**src/sv/rlnc_enc_pkg.sv**
```systemverilog
// Shared types, constants and the GF(2^8) multiply for the network coding encoder.
package rlnc_enc_pkg;

  localparam int BufferBytesDef = 2048;
  localparam int MaxPacketsDef  = 256;

  localparam logic [63:0] LcgMul   = 64'd6364136223846793005;
  localparam logic [63:0] LcgInc   = 64'd1442695040888963407;
  localparam logic [7:0]  GfReduce = 8'h1b;
  localparam logic [7:0]  PadMark  = 8'h80;

  typedef enum logic [1:0] {
    ACT_START = 2'd0,
    ACT_DATA  = 2'd1,
    ACT_READ  = 2'd2
  } action_e;

  typedef enum logic [3:0] {
    ST_IDLE,
    ST_MUL0,
    ST_MUL1,
    ST_MUL2,
    ST_MUL3,
    ST_SEED,
    ST_ACC_RD,
    ST_ACC_WR,
    ST_PAD_RD,
    ST_PAD_WR,
    ST_RD_MEM,
    ST_RD_OUT
  } state_e;

  typedef enum logic [1:0] {
    MS_LO_LO,
    MS_LO_HI,
    MS_HI_LO
  } mul_sel_e;

  typedef enum logic [1:0] {
    ACC_HOLD,
    ACC_LOAD,
    ACC_ADD_HI
  } acc_op_e;

  typedef struct packed {
    logic     start;
    logic     latch;
    logic     first_mark;
    logic     take_pkt;
    logic     clr_coeff;
    logic     mul_en;
    mul_sel_e mul_sel;
    acc_op_e  acc_op;
    logic     seed_upd;
    logic     set_coeff;
    logic     rd;
    logic     rd_idx;
    logic     wr;
    logic     pad;
    logic     pos_inc;
    logic     out_load;
  } cmd_t;

  typedef struct packed {
    logic pkt_avail;
    logic coeff_zero;
    logic seed_top_zero;
    logic pos_full;
    logic last;
    logic out_busy;
  } sts_t;

  function automatic logic [7:0] gf_mul(input logic [7:0] x, input logic [7:0] y);
    logic [7:0] acc;
    logic [7:0] a;
    acc = 8'h00;
    a   = x;
    for (int k = 0; k < 8; k++) begin
      if (y[k]) acc = acc ^ a;
      a = a[7] ? ({a[6:0], 1'b0} ^ GfReduce) : {a[6:0], 1'b0};
    end
    return acc;
  endfunction

endpackage

```
**src/sv/rlnc_enc_ctrl.sv**
```systemverilog
// Sequencing state machine of the network coding encoder.
module rlnc_enc_ctrl (
  input  logic                clk_i,
  input  logic                rst_ni,
  input  logic                in_valid_i,
  input  logic [1:0]          action_i,
  input  logic                first_of_packet_i,
  output logic                in_stall_o,
  input  rlnc_enc_pkg::sts_t  sts_i,
  output rlnc_enc_pkg::cmd_t  cmd_o
);

  rlnc_enc_pkg::state_e state_q, state_d;

  always_ff @(posedge clk_i or negedge rst_ni) begin
    if (!rst_ni) begin
      state_q <= rlnc_enc_pkg::ST_IDLE;
    end else begin
      state_q <= state_d;
    end
  end

  assign in_stall_o = (state_q != rlnc_enc_pkg::ST_IDLE);

  always_comb begin
    state_d = state_q;
    unique case (state_q)
      rlnc_enc_pkg::ST_IDLE: begin
        if (in_valid_i) begin
          unique case (action_i)
            rlnc_enc_pkg::ACT_DATA: begin
              if (first_of_packet_i) begin
                if (sts_i.pkt_avail) state_d = rlnc_enc_pkg::ST_MUL0;
              end else if (!sts_i.coeff_zero) begin
                state_d = rlnc_enc_pkg::ST_ACC_RD;
              end
            end
            rlnc_enc_pkg::ACT_READ: state_d = rlnc_enc_pkg::ST_RD_MEM;
            default: state_d = rlnc_enc_pkg::ST_IDLE;
          endcase
        end
      end
      rlnc_enc_pkg::ST_MUL0: state_d = rlnc_enc_pkg::ST_MUL1;
      rlnc_enc_pkg::ST_MUL1: state_d = rlnc_enc_pkg::ST_MUL2;
      rlnc_enc_pkg::ST_MUL2: state_d = rlnc_enc_pkg::ST_MUL3;
      rlnc_enc_pkg::ST_MUL3: state_d = rlnc_enc_pkg::ST_SEED;
      rlnc_enc_pkg::ST_SEED: begin
        state_d = sts_i.seed_top_zero ? rlnc_enc_pkg::ST_MUL0 : rlnc_enc_pkg::ST_ACC_RD;
      end
      rlnc_enc_pkg::ST_ACC_RD: begin
        if (!sts_i.pos_full) state_d = rlnc_enc_pkg::ST_ACC_WR;
        else state_d = sts_i.last ? rlnc_enc_pkg::ST_PAD_RD : rlnc_enc_pkg::ST_IDLE;
      end
      rlnc_enc_pkg::ST_ACC_WR: begin
        state_d = sts_i.last ? rlnc_enc_pkg::ST_PAD_RD : rlnc_enc_pkg::ST_IDLE;
      end
      rlnc_enc_pkg::ST_PAD_RD: begin
        state_d = sts_i.pos_full ? rlnc_enc_pkg::ST_IDLE : rlnc_enc_pkg::ST_PAD_WR;
      end
      rlnc_enc_pkg::ST_PAD_WR: state_d = rlnc_enc_pkg::ST_IDLE;
      rlnc_enc_pkg::ST_RD_MEM: state_d = rlnc_enc_pkg::ST_RD_OUT;
      rlnc_enc_pkg::ST_RD_OUT: begin
        if (!sts_i.out_busy) state_d = rlnc_enc_pkg::ST_IDLE;
      end
      default: state_d = rlnc_enc_pkg::ST_IDLE;
    endcase
  end

  always_comb begin
    cmd_o         = '0;
    cmd_o.mul_sel = rlnc_enc_pkg::MS_LO_LO;
    cmd_o.acc_op  = rlnc_enc_pkg::ACC_HOLD;
    unique case (state_q)
      rlnc_enc_pkg::ST_IDLE: begin
        if (in_valid_i) begin
          unique case (action_i)
            rlnc_enc_pkg::ACT_START: cmd_o.start = 1'b1;
            rlnc_enc_pkg::ACT_DATA: begin
              cmd_o.latch = 1'b1;
              if (first_of_packet_i) begin
                cmd_o.first_mark = 1'b1;
                if (sts_i.pkt_avail) cmd_o.take_pkt = 1'b1;
                else cmd_o.clr_coeff = 1'b1;
              end
            end
            rlnc_enc_pkg::ACT_READ: cmd_o.latch = 1'b1;
            default: cmd_o.latch = 1'b0;
          endcase
        end
      end
      rlnc_enc_pkg::ST_MUL0: begin
        cmd_o.mul_en  = 1'b1;
        cmd_o.mul_sel = rlnc_enc_pkg::MS_LO_LO;
      end
      rlnc_enc_pkg::ST_MUL1: begin
        cmd_o.mul_en  = 1'b1;
        cmd_o.mul_sel = rlnc_enc_pkg::MS_LO_HI;
        cmd_o.acc_op  = rlnc_enc_pkg::ACC_LOAD;
      end
      rlnc_enc_pkg::ST_MUL2: begin
        cmd_o.mul_en  = 1'b1;
        cmd_o.mul_sel = rlnc_enc_pkg::MS_HI_LO;
        cmd_o.acc_op  = rlnc_enc_pkg::ACC_ADD_HI;
      end
      rlnc_enc_pkg::ST_MUL3: cmd_o.acc_op = rlnc_enc_pkg::ACC_ADD_HI;
      rlnc_enc_pkg::ST_SEED: begin
        cmd_o.seed_upd  = 1'b1;
        cmd_o.set_coeff = !sts_i.seed_top_zero;
      end
      rlnc_enc_pkg::ST_ACC_RD: cmd_o.rd = !sts_i.pos_full;
      rlnc_enc_pkg::ST_ACC_WR: begin
        cmd_o.wr      = 1'b1;
        cmd_o.pos_inc = 1'b1;
      end
      rlnc_enc_pkg::ST_PAD_RD: begin
        cmd_o.rd        = !sts_i.pos_full;
        cmd_o.clr_coeff = sts_i.pos_full;
      end
      rlnc_enc_pkg::ST_PAD_WR: begin
        cmd_o.wr        = 1'b1;
        cmd_o.pad       = 1'b1;
        cmd_o.clr_coeff = 1'b1;
      end
      rlnc_enc_pkg::ST_RD_MEM: begin
        cmd_o.rd     = 1'b1;
        cmd_o.rd_idx = 1'b1;
      end
      rlnc_enc_pkg::ST_RD_OUT: cmd_o.out_load = !sts_i.out_busy;
      default: cmd_o.out_load = 1'b0;
    endcase
  end

endmodule

```
**config.mk**
```make
export PLATFORM = sky130hd
export DESIGN_NAME = rlnc_enc_ctrl
export DESIGN_NICKNAME = d
export VERILOG_FILES = /design/src/sv/rlnc_enc_pkg.sv /design/src/sv/rlnc_enc_ctrl.sv
export SDC_FILE = /design/constraint.sdc
export NUM_CORES = 1
export LEC_CHECK = 0
export ABC_CLOCK_PERIOD_IN_PS = 1200
export BUFFER_PORTS_ARGS = -buffer_cell sky130_fd_sc_hd__buf_2
export CAP_MARGIN = 10
export CORE_MARGIN = 2
export CORE_UTILIZATION = 39
export CTS_CLUSTER_SIZE = 25
export DETAILED_ROUTE_END_ITERATION = 8
export GPL_TIMING_DRIVEN = 0
export PLACE_DENSITY_LB_ADDON = 0.05
export RECOVER_POWER = 50
export SYNTH_ARGS = -nofsm -noshare
export SYNTH_HDL_FRONTEND = slang
export SYNTH_SLANG_ARGS = --single-unit
```
**constraint.sdc**
```tcl
create_clock -name clk_i -period 1.2 [get_ports clk_i]
set_input_delay 0.12 -clock clk_i [delete_from_list [all_inputs] [get_ports clk_i]]
set_output_delay 0.12 -clock clk_i [all_outputs]
set_load 0.02 [all_outputs]
```
# Word-level counts from Yosys, hierarchy flattened

Index checks and enable logic that the tools add are counted.

Register bits: 4
Logic and storage cells: 58

Reductions and logical operators: 11
Mux-type cells: 29
Equal/unequal tests: 17

Operator list:

| cell                                                | number |
|---|---|
| case mux 4 bit (11 select lines)                    | 1 |
| 2-to-1 mux 4 bit                                    | 9 |
| equality test 4 x 3 -> 1 bit, second input constant | 4 |
| equality test 4 bit, second input constant          | 4 |
| 2-to-1 mux 1 bit                                    | 9 |
| 2-to-1 mux 3 bit                                    | 3 |
| case mux 3 bit (3 select lines)                     | 1 |
| equality test 4 x 2 -> 1 bit, second input constant | 2 |
| inequality test 4 bit, second input constant        | 2 |
| case mux 4 bit (2 select lines)                     | 1 |
| OR reduction 2 bit                                  | 4 |
| 2-to-1 mux 5 bit                                    | 1 |
| equality test 4 x 1 -> 1 bit, second input constant | 1 |
| logical NOT 4 bit                                   | 1 |
| inequality test 2 bit, second input constant        | 2 |
| case mux 2 bit (2 select lines)                     | 1 |
| AND reduction 4 bit                                 | 1 |
| nonzero test 4 bit                                  | 1 |
| logical NOT 1 bit                                   | 3 |
| case mux 1 bit (3 select lines)                     | 1 |
| equality test 2 x 1 -> 1 bit, second input constant | 1 |
| equality test 2 bit, second input constant          | 1 |
| logical NOT 2 bit                                   | 1 |
| 2-to-1 mux 2 bit                                    | 1 |
| case mux 1 bit (2 select lines)                     | 1 |

# Logic depth before layout (Yosys ltp)

Depth in word-level cells: 5
Gate-level depth with buffers: 6

# Least setup slack after synthesis

No wires, ideal clock.

Kind: flip-flop to output port
Start: register state_q[2]
End: output port cmd_o[13] (netlist name)
Setup slack: -0.495 ns
Cell stages (with the launch flop): 5
Arrival time: 1.575 ns
Cells stage by stage: dfrtp_1 -> nor4_2 -> and4_1 -> a21oi_1 -> nor2_1

RTL lines:

| element                | RTL line            | RTL |
|---|---|---|
| start, declared        | rlnc_enc_ctrl.sv:13 | `rlnc_enc_pkg::state_e state_q, state_d;` |
| start signal, assigned | rlnc_enc_ctrl.sv:17 | `state_q <= rlnc_enc_pkg::ST_IDLE;` |
| start signal, assigned | rlnc_enc_ctrl.sv:19 | `state_q <= state_d;` |
| end, declared          | rlnc_enc_ctrl.sv:10 | `output rlnc_enc_pkg::cmd_t cmd_o` |

==> results_dict.tcl <==
set metrics [dict create \
    power_density_nw_per_um2 2790 \
    fin_crit_ns 1.71 \
    routed_wl_mm 3.18 \
    synth_edf_count 0 \
    maxCapViolations 0 \
    start_kind "register" \
    worst_hold_slack_ns 0.237 \
    multi_input_area_um2 639 \
    grt_start_max_net_pins 11 \
    power_leakage_nw 0.567 \
    violations "negative setup slack" \
    arrival_ns 1.59 \
    die_w_um 42.3 \
    root_buffer "clkbuf_4" \
    swShare_pct 50.0 \
    synth-xor-area-share_pct 0 \
    grt_use_total_pct 23.8 \
    clkTransAtPathRegs_ns 0.05 \
    syn_to_final_growth_pct 122 \
    synth_top_area_share_pct 17.5 \
    start_util_pct 42.8 \
    num-fill-cells 33 \
    utilization_pct 95.1 \
    num_vias 922 \
    finClkSkew_ns 0.0122 \
    htree_levels 1 \
    regArea_um2 105 \
    critPathRequiredTime_ns 1.08 \
    crit_path_end_kind "output pin" \
    gp_congestion 0.788 \
    core_um2 1330 \
    critPathMaxFanout 6 \
    ys_seq_area_share_pct 17.5 \
    worst_slack_ns -0.507 \
    clock-sinks 4 \
    grt_pass1_wl_mm 3.30 \
    p_sw_mw 1.77 \
    num_io_pins 31 \
    synth-compound-area-share_pct 23.5 \
    drt_iter0_drc 48 \
    synth_most_common_cell "nor2_1" \
    drtPass1Iterations 4 \
    ctsLongestPathBuffers 2 \
    finalSetupViolCount 23 \
    irDropWorstVdd_uv 1760 \
    drc 0 \
    top_regs "state_q: 4 flops" \
    slew_viol_final 0 \
    worstMarginPinSlew_ns 0.516 \
    vias_per_cell 6.32 \
    ys_ff_latch 4 \
    antenna_found_initial 0 \
    nets 147 \
    synth_ff_type "dfrtp_1" \
    portBuffers 30 \
    syn_inst 81 \
    yosys.area_share.simple_pct 43.9 \
    die_area_um2 1790 \
    min_period_over_period_pct 142 \
    combinationalPowerShare_pct 85.0 \
    yosysWarningCount 0 \
    post-dp-hpwl_mm 1.23 \
    synth_area_leaders "dfrtp_1 18%, nor2_1 7.2%, nor3_1 7.0%, ha_1 6.6%, nand2b_1 5.5%" \
    synth.avg_cell_area_um2 7.04 \
    cts_tree "yes" \
    synth.cells.most_frequent "11 x nor2_1, 8 x nor3_1, 6 x a21oi_1" \
    cts_inserted_buffers 3 \
    synth_top_family_by_area "simple AND/OR/NAND/NOR gates" \
    die_h_um 42.3 \
    synthAdderAreaFrac_pct 6.58 \
    critPathKind "reg2out" \
    finalHoldViolations 0 \
    rrSetupSlack_ns -0.39 \
    grt_pass1_vias 770 \
    yosysTopAreaCell "dfrtp_1" \
    async_flop_share_pct 100 \
    fmax_mhz 586 \
    grt_overflow 0 \
    synth_mux_area_share_pct 1.75 \
    clkPwrFrac_pct 5.2 \
    hold_path_class "in2async" \
    top_register "state_q" \
    max-slew-margin-rel_pct 65.2 \
    synth_nets 96 \
    largest_register_ffs 4 \
    diodes 0 \
    drive_gt1_share_pct 72.5 \
    clock_latency_ns 0.23 \
    drt.antenna.violating_nets 0 \
    intPower_mw 1.77 \
    rsz0062_at_grt "true" \
    wl_per_cell_um 21.8 \
    rows 13 \
    syn_area_um2 571 \
    seqPwrFrac_pct 9.8 \
    status "finished with violations" \
    synth_cell_type_count 34 \
]
## final timing paths
check | start | end | cells after the start
worst max-delay path | state_q[1] | cmd_o[14] | 4
worst min-delay path | rst_ni | state_q[2] | 2
worst max register to register | state_q[2] | state_q[1] | 5
worst min register to register | state_q[3] | state_q[1] | 4
max in group asynchronous | rst_ni | state_q[0] | 2
min in group clk_i | sts_i[0] | state_q[1] | 4
## what timing repair did
| item | in CTS | in global routing |
|---|---|---|
| setup endpoints to repair | 23 | 23 |
| resized for setup | 45 | 44 |
| hold endpoints to repair | 4 | 0 |
| pin swaps | 6 | 15 |
| hold buffers | 1 | 0 |
| setup buffers | 7 | 9 |
## worst max-delay path: stages (launching register included)
cell and delay, ns:
dfrtp_2 0.45, nor4_4 0.32, and4_4 0.30, and2_2 0.18
buf_6 0.12
## power groups by stage
stage	Sequential, mW	Clock, mW	Combinational [mW]
after floorplan	0.309	0	1.16
after global placement	0.338	0	1.50
after detailed placement	0.340	0	1.51
after CTS	0.331	0.182	2.16
after global routing	0.347	0.203	3.12
final	0.346	0.185	3.01
## layout by cell type (no fill, tap or decap), types with 2 or more instances in the layout
cell type / n
nor2_1: 3
clkbuf_4: 3
nor2b_1: 2
nand2b_1: 3
nor2_2: 2
a21oi_2: 2
buf_2: 11
and4_4: 2
clkbuf_1: 2
o21ai_0: 2
buf_4: 9
o21ai_2: 2
nand2_1: 2
and3_4: 2
nand2b_4: 2
buf_6: 27
inv_1: 4
nor3_2: 7
ha_1: 3
a21oi_1: 4
nor2_4: 7
dfrtp_2: 4
## final cells by class
type | count | area share, %
timing repair buffer | 47 | 33.6
sequential | 4 | 8.28
multi-input combinational | 68 | 50.4
inverter | 5 | 1.48
tap | 15 | 1.48
clock buffer | 4 | 2.07
buffer | 3 | 2.66
## metrics by stage
step                instances  power [mW]  setup WS, ns  instance area [µm²]  setup TNS [ns]
floorplan                  81        1.47        -0.244                  622           -1.19
global placement          126        1.84        -0.367                  791           -2.65
global route              146        3.67        -0.551                 1270           -8.85
CTS                       138        2.67        -0.424                 1040           -6.57
detailed placement        126        1.85        -0.360                  791           -2.69
finish                    146        3.54        -0.507                 1270           -8.07
## cell families after synthesis
| kind of cell | after synthesis |
|---|---|
| simple gates | 43 |
| mux | 1 |
| flops | 4 |
| fa+ha+maj | 3 |
| buf+inv | 9 |
| compound gates | 21 |
## routing by layer
| metal | GRT usage (%) | wire length, µm | vias up |
|---|---|---|---|
| met5 | 0 | 0 | - |
| met4 | 11.3 | 163 | 0 |
| met3 | 3.02 | 305 | 20 |
| met2 | 44.3 | 1540 | 82 |
| met1 | 26.0 | 1180 | 422 |
| li1 | - | - | 398 |
No activity file was read; power rests on OpenSTA's default activity.
